File: config.mk
export PLATFORM = sky130hd
export DESIGN_NAME = coupled_oscillator_bank_mixer_top
export DESIGN_NICKNAME = d
export VERILOG_FILES = /design/src/design/cobm_pkg.sv /design/src/design/coupled_oscillator_bank_mixer_top.sv /design/src/design/cobm_ram.sv /design/src/design/cobm_mul.sv
export SDC_FILE = /design/constraint.sdc
export NUM_CORES = 2
export LEC_CHECK = 0
export ABC_CLOCK_PERIOD_IN_PS = 22000
export BUFFER_PORTS_ARGS = -buffer_cell sky130_fd_sc_hd__buf_2
export CORE_MARGIN = 2
export CORE_UTILIZATION = 55
export DETAILED_ROUTE_END_ITERATION = 7
export GPL_TIMING_DRIVEN = 0
export PLACE_DENSITY = 0.74
export SETUP_SLACK_MARGIN = 0.2
export SLEW_MARGIN = 25
export SYNTH_ARGS = -nofsm -noshare
export SYNTH_HDL_FRONTEND = slang
export SYNTH_SLANG_ARGS = --single-unit
File: constraint.sdc
create_clock -name clk -period 22 [get_ports clk]
set_input_delay 1.1 -clock clk [delete_from_list [all_inputs] [get_ports clk]]
set_output_delay 1.1 -clock clk [all_outputs]
set_load 0.01 [all_outputs]
File: src/design/cobm_pkg.sv
package cobm_pkg;

    localparam int DefaultNumOsc = 16;
    localparam int DataW = 24;
    localparam int FreqW = 23;
    localparam int GainW = 24;
    localparam int CfgW = 24;
    localparam int CfgIdxW = 2;

    localparam logic [CfgIdxW-1:0] CfgMixMode = 2'd0;
    localparam logic [CfgIdxW-1:0] CfgMixScale = 2'd1;
    localparam logic [CfgIdxW-1:0] CfgActiveCount = 2'd2;

    localparam logic OpTick = 1'b0;
    localparam logic OpLoad = 1'b1;

    localparam logic [GainW-1:0] UnityGain = 24'd8388608;

    typedef struct packed {
        logic                    operation;
        logic [3:0]              osc_index;
        logic signed [DataW-1:0] cos_value;
        logic signed [DataW-1:0] sin_value;
        logic [FreqW-1:0]        freq_coef;
        logic [GainW-1:0]        decay_gain;
    } request_t;

    typedef struct packed {
        logic signed [DataW-1:0] sample;
        logic                    saturated;
    } result_t;

    // operand pair for the serial multiplier, a wide enough for the full sum
    typedef struct packed {
        logic                    start;
        logic signed [DataW+8:0] a;
        logic [GainW-1:0]        b;
    } mul_req_t;

    function automatic logic signed [DataW-1:0] sat24(input logic signed [63:0] v);
        if (v > 64'sd8388607)
            sat24 = 24'sh7FFFFF;
        else if (v < -64'sd8388608)
            sat24 = -24'sh800000;
        else
            sat24 = v[DataW-1:0];
    endfunction

    function automatic logic clips24(input logic signed [63:0] v);
        clips24 = (v > 64'sd8388607) || (v < -64'sd8388608);
    endfunction

    // round half up then shift right
    function automatic logic signed [63:0] rshr(input logic signed [63:0] v, input int k);
        logic signed [63:0] t;
        t = v + (64'sd1 <<< (k - 1));
        rshr = t >>> k;
    endfunction

endpackage

File: src/design/coupled_oscillator_bank_mixer_top.sv
// Bank of coupled-form sine oscillators. A load request is taken while idle
// and busy stays low; a tick request advances the active oscillators and returns
// one sample on result/result_valid for a single cycle, which the receiver
// must take. Every product runs through one 2-bit-per-cycle multiplier of
// 12 steps. An oscillator needs three products in sum mode and four in
// product mode; sum mode adds one scale product at the end. result_valid
// rises in the same cycle that busy falls.
module coupled_oscillator_bank_mixer_top
    import cobm_pkg::*;
#(
    parameter int NumOsc = DefaultNumOsc
) (
    input  logic              clk,
    input  logic              rst_n,
    input  logic              start,
    output logic              busy,
    input  request_t          request,
    output logic              result_valid,
    output result_t           result,
    input  logic              cfg_we,
    input  logic [CfgIdxW-1:0] cfg_index,
    input  logic [CfgW-1:0]   cfg_data
);
    localparam int IdxW = (NumOsc > 1) ? $clog2(NumOsc) : 1;
    localparam int CntW = $clog2(NumOsc + 1);

    typedef enum logic [9:0] {
        S_IDLE  = 10'b0000000001,
        S_READ  = 10'b0000000010,
        S_WAIT  = 10'b0000000100,
        S_MC    = 10'b0000001000,
        S_MS    = 10'b0000010000,
        S_MACC  = 10'b0000100000,
        S_MDEC  = 10'b0001000000,
        S_NEXT  = 10'b0010000000,
        S_SCALE = 10'b0100000000,
        S_DONE  = 10'b1000000000
    } state_t;

    state_t state_reg, state_next;
    logic mix_mode_reg;
    logic [CfgW-1:0] mix_scale_reg;
    logic [4:0] active_count_reg;
    logic [NumOsc-1:0] valid_reg;
    logic [IdxW-1:0] idx_reg, idx_next;
    logic [CntW-1:0] n_eff;
    logic signed [DataW-1:0] c_reg, s_reg;
    logic signed [DataW+8:0] acc_reg;
    logic clip_reg;
    logic signed [DataW-1:0] sample_reg;
    logic out_valid_reg;
    logic [FreqW-1:0] f_q;
    logic [GainW-1:0] g_q;
    logic [DataW-1:0] c_q, s_q;
    logic we;
    logic [IdxW-1:0] waddr;
    logic [DataW-1:0] c_w, s_w;
    logic [FreqW-1:0] f_w;
    logic [GainW-1:0] g_w;
    logic wr_cs;
    mul_req_t mreq;
    logic mdone;
    logic signed [63:0] mprod;
    logic signed [63:0] t;
    logic rd_valid;
    logic signed [DataW-1:0] c_rd, s_rd;
    logic [FreqW-1:0] f_rd;
    logic [GainW-1:0] g_rd;
    logic load_ok;

    always_comb
    begin
        if (active_count_reg == 5'd0)
            n_eff = CntW'(1);
        else if (32'(active_count_reg) > NumOsc)
            n_eff = CntW'(NumOsc);
        else
            n_eff = CntW'(active_count_reg);
    end

    assign load_ok = (32'(request.osc_index) < NumOsc);

    cobm_ram #(.Width(DataW), .Depth(NumOsc)) u_cos (.clk, .we(we || wr_cs),
        .waddr, .wdata(c_w), .raddr(idx_reg), .rdata(c_q));
    cobm_ram #(.Width(DataW), .Depth(NumOsc)) u_sin (.clk, .we(we || wr_cs),
        .waddr, .wdata(s_w), .raddr(idx_reg), .rdata(s_q));
    cobm_ram #(.Width(FreqW), .Depth(NumOsc)) u_freq (.clk, .we,
        .waddr, .wdata(f_w), .raddr(idx_reg), .rdata(f_q));
    cobm_ram #(.Width(GainW), .Depth(NumOsc)) u_dec (.clk, .we,
        .waddr, .wdata(g_w), .raddr(idx_reg), .rdata(g_q));

    cobm_mul u_mul (.clk, .rst_n, .req(mreq), .done(mdone), .prod(mprod));

    assign rd_valid = valid_reg[idx_reg];
    assign c_rd = rd_valid ? signed'(c_q) : '0;
    assign s_rd = rd_valid ? signed'(s_q) : '0;
    assign f_rd = rd_valid ? f_q : '0;
    assign g_rd = rd_valid ? g_q : UnityGain;

    logic load_fire;
    assign load_fire = start && !busy && request.operation == OpLoad && load_ok;
    assign we = load_fire || (state_reg == S_MDEC && mdone && !rd_valid);
    assign waddr = load_fire ? IdxW'(request.osc_index) : idx_reg;
    assign f_w = load_fire ? request.freq_coef : '0;
    assign g_w = load_fire ? request.decay_gain : UnityGain;

    always_comb
    begin
        state_next = state_reg;
        idx_next = idx_reg;
        mreq = '0;
        wr_cs = 1'b0;
        t = '0;
        c_w = load_fire ? request.cos_value : c_reg;
        s_w = load_fire ? request.sin_value : s_reg;
        unique case (state_reg)
            S_IDLE:
            begin
                if (start && request.operation == OpTick)
                begin
                    idx_next = '0;
                    state_next = S_READ;
                end
            end
            S_READ: state_next = S_WAIT;
            S_WAIT:
            begin
                mreq.start = 1'b1;
                mreq.a = 33'(s_rd);
                mreq.b = 24'(f_rd);
                state_next = S_MC;
            end
            S_MC:
            begin
                if (mdone)
                begin
                    mreq.start = 1'b1;
                    t = 64'(c_reg) + rshr(mprod, 22);
                    mreq.a = 33'(sat24(t));
                    mreq.b = 24'(f_rd);
                    state_next = S_MS;
                end
            end
            S_MS:
            begin
                if (mdone)
                begin
                    t = 64'(s_reg) - rshr(mprod, 22);
                    if (mix_mode_reg)
                    begin
                        mreq.start = 1'b1;
                        mreq.a = acc_reg;
                        mreq.b = 24'(sat24(t));
                        state_next = S_MACC;
                    end
                    else
                    begin
                        mreq.start = 1'b1;
                        mreq.a = 33'(sat24(t));
                        mreq.b = g_rd;
                        state_next = S_MDEC;
                    end
                end
            end
            S_MACC:
            begin
                if (mdone)
                begin
                    mreq.start = 1'b1;
                    mreq.a = 33'(s_reg);
                    mreq.b = g_rd;
                    state_next = S_MDEC;
                end
            end
            S_MDEC:
            begin
                if (mdone)
                begin
                    wr_cs = rd_valid;
                    s_w = sat24(rshr(mprod, 23));
                    state_next = S_NEXT;
                end
            end
            S_NEXT:
            begin
                if (32'(idx_reg) + 1 >= 32'(n_eff))
                begin
                    if (mix_mode_reg)
                        state_next = S_DONE;
                    else
                    begin
                        mreq.start = 1'b1;
                        mreq.a = acc_reg;
                        mreq.b = mix_scale_reg;
                        state_next = S_SCALE;
                    end
                end
                else
                begin
                    idx_next = idx_reg + IdxW'(1);
                    state_next = S_READ;
                end
            end
            S_SCALE: if (mdone) state_next = S_DONE;
            S_DONE: state_next = S_IDLE;
            default: state_next = S_IDLE;
        endcase
    end

    always_ff @(posedge clk or negedge rst_n)
    begin
        if (!rst_n)
        begin
            state_reg <= S_IDLE;
            idx_reg <= '0;
            mix_mode_reg <= 1'b0;
            mix_scale_reg <= UnityGain;
            active_count_reg <= 5'd16;
            valid_reg <= '0;
            out_valid_reg <= 1'b0;
        end
        else
        begin
            state_reg <= state_next;
            idx_reg <= idx_next;
            out_valid_reg <= (state_reg == S_DONE);
            if (load_fire)
                valid_reg[IdxW'(request.osc_index)] <= 1'b1;
            if (state_reg == S_MDEC && mdone)
                valid_reg[idx_reg] <= 1'b1;
            if (cfg_we)
            begin
                unique case (cfg_index)
                    CfgMixMode: mix_mode_reg <= cfg_data[0];
                    CfgMixScale: mix_scale_reg <= cfg_data;
                    CfgActiveCount: active_count_reg <= cfg_data[4:0];
                    default: ;
                endcase
            end
        end
    end

    // signed sign correction for product mode: b is treated unsigned by the
    // multiplier, so subtract a<<24 when the sine operand is negative
    logic signed [63:0] pm_prod;
    assign pm_prod = mprod - ((s_reg < 0) ? (64'(acc_reg) <<< 24) : 64'sd0);

    always_ff @(posedge clk)
    begin
        unique case (state_reg)
            S_IDLE:
            begin
                acc_reg <= mix_mode_reg ? 33'sd524288 : '0;
                clip_reg <= 1'b0;
            end
            S_WAIT:
            begin
                c_reg <= c_rd;
                s_reg <= s_rd;
            end
            S_MC:
                if (mdone)
                    c_reg <= sat24(64'(c_reg) + rshr(mprod, 22));
            S_MS:
                if (mdone)
                begin
                    s_reg <= sat24(64'(s_reg) - rshr(mprod, 22));
                    if (!mix_mode_reg)
                        acc_reg <= acc_reg + 33'(sat24(64'(s_reg) - rshr(mprod, 22)));
                end
            S_MACC:
                if (mdone)
                begin
                    acc_reg <= 33'(sat24(rshr(pm_prod, 19)));
                    if (clips24(rshr(pm_prod, 19)))
                        clip_reg <= 1'b1;
                end
            S_SCALE:
                if (mdone)
                begin
                    sample_reg <= sat24(rshr(mprod, 23));
                    clip_reg <= clips24(rshr(mprod, 23));
                end
            S_DONE:
                if (mix_mode_reg)
                    sample_reg <= acc_reg[DataW-1:0];
            default: ;
        endcase
    end

    assign busy = (state_reg != S_IDLE);
    assign result_valid = out_valid_reg;
    assign result.sample = sample_reg;
    assign result.saturated = clip_reg;
endmodule

File: src/design/cobm_ram.sv
module cobm_ram #(
    parameter int Width = 24,
    parameter int Depth = 16
) (
    input  logic                     clk,
    input  logic                     we,
    input  logic [$clog2(Depth)-1:0] waddr,
    input  logic [Width-1:0]         wdata,
    input  logic [$clog2(Depth)-1:0] raddr,
    output logic [Width-1:0]         rdata
);
    logic [Width-1:0] mem [Depth];

    always_ff @(posedge clk)
    begin
        if (we)
            mem[waddr] <= wdata;
        rdata <= mem[raddr];
    end
endmodule

File: src/design/cobm_mul.sv
// shift-add multiplier, two bits of the unsigned operand per cycle
module cobm_mul
    import cobm_pkg::*;
(
    input  logic                    clk,
    input  logic                    rst_n,
    input  mul_req_t                req,
    output logic                    done,
    output logic signed [63:0]      prod
);
    localparam int Steps = GainW / 2;

    logic signed [63:0] acc_reg, acc_next;
    logic signed [63:0] mcand_reg, mcand_next;
    logic [GainW-1:0]   mplier_reg, mplier_next;
    logic [4:0]         cnt_reg, cnt_next;
    logic               busy_reg, busy_next;
    logic               done_reg, done_next;
    logic signed [63:0] part;

    always_comb
    begin
        acc_next = acc_reg;
        mcand_next = mcand_reg;
        mplier_next = mplier_reg;
        cnt_next = cnt_reg;
        busy_next = busy_reg;
        done_next = 1'b0;
        part = '0;
        if (req.start)
        begin
            acc_next = '0;
            mcand_next = 64'(req.a);
            mplier_next = req.b;
            cnt_next = '0;
            busy_next = 1'b1;
        end
        else if (busy_reg)
        begin
            if (mplier_reg[0])
                part = part + mcand_reg;
            if (mplier_reg[1])
                part = part + (mcand_reg <<< 1);
            acc_next = acc_reg + part;
            mcand_next = mcand_reg <<< 2;
            mplier_next = mplier_reg >> 2;
            cnt_next = cnt_reg + 5'd1;
            if (cnt_reg == 5'(Steps - 1))
            begin
                busy_next = 1'b0;
                done_next = 1'b1;
            end
        end
    end

    always_ff @(posedge clk or negedge rst_n)
    begin
        if (!rst_n)
        begin
            busy_reg <= 1'b0;
            done_reg <= 1'b0;
            cnt_reg <= '0;
        end
        else
        begin
            busy_reg <= busy_next;
            done_reg <= done_next;
            cnt_reg <= cnt_next;
        end
    end

    always_ff @(posedge clk)
    begin
        acc_reg <= acc_next;
        mcand_reg <= mcand_next;
        mplier_reg <= mplier_next;
    end

    assign done = done_reg;
    assign prod = acc_reg;
endmodule

Yosys cells after proc, flatten, opt, wreduce, memory -nomap -nowiden --
Memory sizes are Yosys's and may differ from the RTL's. A register that Yosys moved wholly into a read port is not among the register bits. Cells that the tools add are included.
Word-level totals: register bits after elaboration 326, RAM bits 1520, input bits 130, logic and storage cells 201, memories 4
Memory list:
- u_cos.mem | depth 16, bits a word 24, read ports 1, clocked after memory_dff 1, wr ports 1, line cobm_ram.sv:12 | logic [Width-1:0] mem [Depth];
- u_dec.mem | depth 16, bits a word 24, read ports 1, clocked after memory_dff 1, wr ports 1, line cobm_ram.sv:12
- u_sin.mem | depth 16, bits a word 24, read ports 1, clocked after memory_dff 1, wr ports 1, line cobm_ram.sv:12
- u_freq.mem | depth 16, bits a word 23, read ports 1, clocked after memory_dff 1, wr ports 1, line cobm_ram.sv:12
Operators by class: add/subtract/negate cells 12, $lt $le $gt $ge 15, equality and inequality tests 24, multiplexer cells 93, bitwise gates (word level) 3, reductions and logical operators 32
Operators with widths (number):
- $mux W24 | 25
- $mux W64 | 9
- $mux W58 | 5
- $pmux W58 S5 | 1
- $pmux W24 S2 | 3
- $add A64 B64 Y64 | 2
- $mux W33 | 3
- $pmux W33 S3 | 1
- $pmux W10 S9 | 1
- $gt A43 B24 Y1 const B | 2
- $lt A43 B24 Y1 const B | 2
- $mux W10 | 8
- $add A64 B20 Y64 const B | 1
- $add A64 B23 Y64 const B | 1
- $add A64 B24 Y64 const B | 1
- $sub A64 B64 Y64 | 1
- $mux W57 | 1
- $mux W23 | 2
- $gt A45 B24 Y1 const B | 1
- $lt A45 B24 Y1 const B | 1
- $add A24 B42 Y43 | 1
- $sub A24 B42 Y43 | 1
- $gt A41 B24 Y1 const B | 1
- $lt A41 B24 Y1 const B | 1
- other kinds (48) | 104

Depth between registers and ports, before layout --
depth after elaboration 14, gate-level depth with buffers 41, gate-level depth less buffers 40

Hierarchy --
From an unflattened synthesis, not the netlist that was laid out.
Unflattened totals: cells, all modules 7582, area total of the unflattened synthesis 98453.2 µm²
Modules (own cells, without submodules):
- cobm_ram at u_cos ... | times used 3, cells an instance 636, area an instance 14930.6 µm²
- coupled_oscillator_bank_mixer_top | times used 1, cells an instance 3166, area an instance 23951.7 µm²
- cobm_mul | times used 1, cells an instance 1900, area an instance 15401.0 µm²
- cobm_ram at u_freq | times used 1, cells an instance 608, area an instance 14308.7 µm²

Worst setup path after synthesis --
No wires, ideal clock.
kind register to register, start point reg u_mul.acc_reg[23], in the netlist u_mul.prod[23], end point reg acc_reg[31], data pin, arrival 7.833 ns, data required time 21.730 ns, path slack 13.897 ns, stages on the path, launching flop included 39, cells stage by stage dfxtp_1 ha_1 and3_1 nand3_1 nor2_1 nand3_1 nor3_1 and4_1 and2_1 xor2_1 inv_1 ha_1 nand4_1 nor2_1 a2111o_1 a221o_1 o211ai_1 nand3_1 [... 3 more ...] a21o_1 buf_2 nand2_1 o21ai_0 ha_1 a21o_1 a21oi_1 o21bai_1 a21boi_0 o21ai_0 a41oi_1 a21oi_1 a41oi_1 o21ai_0 o311ai_0 nand2b_1 xnor2_1 o21ai_0
Between the ends: longest elaborated chain between the ends 12, elaborated cells between the ends (all ways) 20
RTL lines:
- from (decl) | line cobm_mul.sv:13 | logic signed [63:0] acc_reg, acc_next;
- from (signal assigned) | line cobm_mul.sv:74 | acc_reg <= acc_next;
- $add A64 B23 Y64 | line cobm_pkg.sv:56 | t = v + (64'sd1 <<< (k - 1));
- $sub A24 B42 Y43 | line coupled_oscillator_bank_mixer_top.sv:269 | acc_reg <= acc_reg + 33'(sat24(64'(s_reg) - rshr(mprod, 22)));
- $lt A43 B24 Y1 | line cobm_pkg.sv:43 | else if (v < -64'sd8388608)
- $mux W24 | line cobm_pkg.sv:43
- $mux W24 | line cobm_pkg.sv:41 | if (v > 64'sd8388607)
- $mux W24 | line coupled_oscillator_bank_mixer_top.sv:268 | if (!mix_mode_reg)
- $mux W24 | line coupled_oscillator_bank_mixer_top.sv:265 | if (mdone)
- $mux W24 | line coupled_oscillator_bank_mixer_top.sv:250 | unique case (state_reg)
- $add A33 B24 Y33 | line coupled_oscillator_bank_mixer_top.sv:269
- $mux W33 | line coupled_oscillator_bank_mixer_top.sv:268
- $mux W33 | line coupled_oscillator_bank_mixer_top.sv:265
- $pmux W33 S3 * | line coupled_oscillator_bank_mixer_top.sv:250
- to (signal assigned) | line coupled_oscillator_bank_mixer_top.sv:253 | acc_reg <= mix_mode_reg ? 33'sd524288 : '0;
- to (signal assigned) | line coupled_oscillator_bank_mixer_top.sv:269
- to (signal assigned) | line coupled_oscillator_bank_mixer_top.sv:274 | acc_reg <= 33'(sat24(rshr(pm_prod, 19)));
- to (decl) | line coupled_oscillator_bank_mixer_top.sv:48 | logic signed [DataW+8:0] acc_reg;
Every way passes the cells marked *; elsewhere a longest branch is shown, timed or not. The select of a mux whose other input is x is not followed. A chain may end at the register's enable or synchronous reset.

Final worst setup path --
start point reg u_mul.acc_reg[26], in the netlist u_mul.prod[26], end point reg acc_reg[31], data pin
The elaborated chain is that of the path after synthesis.

==> metrics.md <==
| Metric | Value |
|---|---|
| Status | finished, violations left |
| Failing checks | design-rule violations |
| Layout cells sized above 1 | 17.6% |
| Area leader, netlist | edfxtp_1 |
| Largest family of logic cells by synthesized area | multiplexers |
| Register bit total from synthesis | 1941 |
| GR Overflow Total | 0 |
| Top FF cell, synth | edfxtp_1 |
| Dpl hpwl | 231000 um |
| Synth Area in XOR/XNOR | 3.08% |
| Final min period | 11610 ps |
| Post-CTS Resized | 0 |
| Critical path startpoint category | flip-flop |
| Syn_nets | 7395 |
| FP Rows | 153 |
| WP data required | 22540 ps |
| Initial antenna violation count | 17 |
| Static leakage | 38.1 nW |
| Bufs on Longest Clock Path | 3 |
| Antenna Nets Post-Route | 0 |
| Syn-to-layout area delta | 13.8% |
| Maximum vdd ir drop | 0.0888 mV |
| P_sw | 0.00655 W |
| Crit path kind | flip-flop to flip-flop |
| Syn Area/Cell | 13.9 um2 |
| Worst skew pair latency | 890 ps |
| Post-synthesis sequential area ratio | 58.9% |
| Avg WL per Cell | 34.0 um |
| Hold slack | 183 ps |
| Mapped Cells | 6905 |
| First-pass GRT wire length | 474000 um |
| Period Utilization, post-route | 52.8% |
| Buffers on Ports | 156 |
| Slew @ Worst Pin | 1220 ps |
| TritonCTS buffer count | 187 |
| CTS root buf | clkbuf_16 |
| Vias per cell | 6.88 |
| Largest cells by area after synthesis | edfxtp_1 54%, mux4_2 11%, ha_1 4.6%, dfxtp_1 3.3%, a21oi_1 2.5% |
| Overall die width | 421 um |
| First-pass detailed-route iteration total | 8 |
| Largest net degree at the start of global routing | 55 |
| Vias in the first global route | 65.8k |
| Post-synth EDFFs | 1714 |
| Ys Warns | 0 |
| Fmax | 0.0861 GHz |
| Finished Layout Cells | 9872 |
| # H-tree levels | 4 |
| Synth cell types | 103 |
| Initial DRC Count | 10.0k |
| Clock network power share | 21.6% |
| CTS tree | done |
| Clock slew at reported path FFs | 60 ps |
| Fill cells | 12.3k |
| Starting density of the core | 55.2% |
| Skew final | 76.5 ps |
| Most common cell after layout, fill and taps aside | edfxtp_1 |
| Biggest regs | u_cos.mem: 384 flops, u_dec.mem: 384 flops, u_sin.mem: 384 flops |
| Count of pins over their slew limit | 0 |
| Max cap viols | 0 |
| Critical-path top delay cell | nor2_1 |
| Post-CTS Setup Bufs | 0 |
| Residual DRC | 24 |
| WL final | 336000 um |
| Sum Neg Setup Slack | 0 ps |
| Comb power frac | 47.5% |
| Design Power | 0.0154 W |
| Hold Crit Class | input pin to asynchronous set/reset pin |
| Critical Path End Type | flip-flop |
| Mapped Area | 0.0957 mm2 |
| Routed vias | 67.9k |
| Part of the power in registers | 30.9% |
| Gpl congestion | 1.03 |
| Int Pwr | 0.00889 W |
| Top cell type's share of synthesized area | 53.8% |
| Chip height | 421 um |
| CP max FO | 10 |
| Adder-Cell Fraction of Synth Area | 4.74% |
| Nets | 7854 |
| Relative slew margins | 18.8% |
| Unrepaired setup endpoints after global routing | no |
| GRT Util Overall | 37.2% |
| Clock Sinks | 1941 |
| Commonest cells after routing, fill and taps aside | 1714 x edfxtp_1, 544 x nand2_1, 480 x mux4_2, 456 x a21oi_1, 355 x ha_1 |
| Placed Cells | 9497 |
| Switching Share | 42.4% |
| Critical Path AT | 12160 ps |
| Synth Area in Simple Gates | 8.11% |
| Num ports | 157 |
| Final setup vio count | 0 |
| Final hold vios | 0 |
| CP max stage delay | 560 ps |
| Ys async rst share | 3.50% |
| CTS Hold Bufs | 0 |
| Full die area | 0.177 mm2 |
| Compound-cell area share of the yosys netlist | 10.2% |
| Mux contribution to synthesized area | 12.8% |
| PD cells | 142 mW/mm2 |
| Core Region | 0.173 mm2 |
-- layer usage --
layer | routed length (um) | share of wire [%] | vias up | global-route usage, %
li1 | - | - | 27961 | -
met1 | 119000 | 35 | 33552 | 46.8
met2 | 154000 | 46 | 5180 | 58.3
met3 | 35700 | 11 | 1193 | 8.36
met4 | 26800 | 8.0 | 6 | 24.3
met5 | 123 | 0.037 | - | 0.403
-- cells by family (layout without fill, tap and decap cells) --
| kind of cell | count (synthesis) | after routing |
|---|---|---|
| flip-flops | 1941 | 1941 |
| AND/OR/NAND/NOR | 1625 | 1625 |
| AO/OA/AOI/OAI | 1504 | 1504 |
| multiplexers | 618 | 618 |
| buffers and inverters | 522 | 1146 |
| adder cells (fa/ha/maj) | 360 | 360 |
| XOR/XNOR | 335 | 335 |
| other | 0 | 18 |
-- per-stage QoR --
stage                     area, um2  worst slack (ps)  util (%)
after floorplan               95700             13900         -
after global placement        99400              9910      57.3
after detailed placement     102000             10840      59.1
after CTS                    109000             10810      62.7
after global routing         109000             10010      62.8
final                        109000             10390      62.8
-- path summary, 6_finish.rpt --
check	start	endpoint	slack (ps)	depth (start not counted)
worst min register to register	u_mul.cnt_reg[4]	u_mul.done	510	1
worst max-delay path	u_mul.prod[26]	acc_reg[31]	10390	39
max in group asynchronous	rst_n	state_reg[0]	21110	2
worst max register to register	u_mul.prod[26]	acc_reg[31]	10390	39
min in group clk	cfg_data[16]	mix_scale_reg[16]	470	2
worst min-delay path	rst_n	mix_scale_reg[14]	180	1
-- synthesized netlist by cell type, drive strengths merged, types with 83 or more instances --
master,instances
inv,167
mux2,83
a21o,146
clkbuf,286
and2,131
nand3,119
mux4,480
nor2,383
xor2,123
edfxtp,1714
xnor2,211
dfxtp,159
a21oi,480
nand2,546
o21ai,279
ha,355
nand4,85
-- critical path: cells and delay by family (launching register included) --
family                   cells  cell delay [ps]
flip-flops                   1              400
XOR/XNOR                     3              660
AO/OA/AOI/OAI               18             5190
AND/OR/NAND/NOR             12             3220
adder cells (fa/ha/maj)      2              740
buffers and inverters        4             1080
-- area by class of cell --
type	instances	area, um2	share of cell area, %
antenna	18	45.0	0.0413
multi-input combinational	4442	37800	34.7
sequential	1941	56400	51.7
buffer	353	1460	1.34
inverter	169	639	0.587
clock inverter	93	1030	0.943
tap	2325	2910	2.67
clock buffer	261	5260	4.82
timing repair buffer	270	3480	3.19
-- power groups by stage --
stage | Clock, W | Sequential [W] | Combinational, W
detailed placement | 0 | 0.00483 | 0.00711
global route | 0.00346 | 0.00477 | 0.00796
CTS | 0.00333 | 0.00476 | 0.00718
global placement | 0 | 0.00484 | 0.00701
floorplan | 0 | 0.00461 | 0.00514
finish | 0.00333 | 0.00477 | 0.00734
No activity file was read; power rests on OpenSTA's default activity.
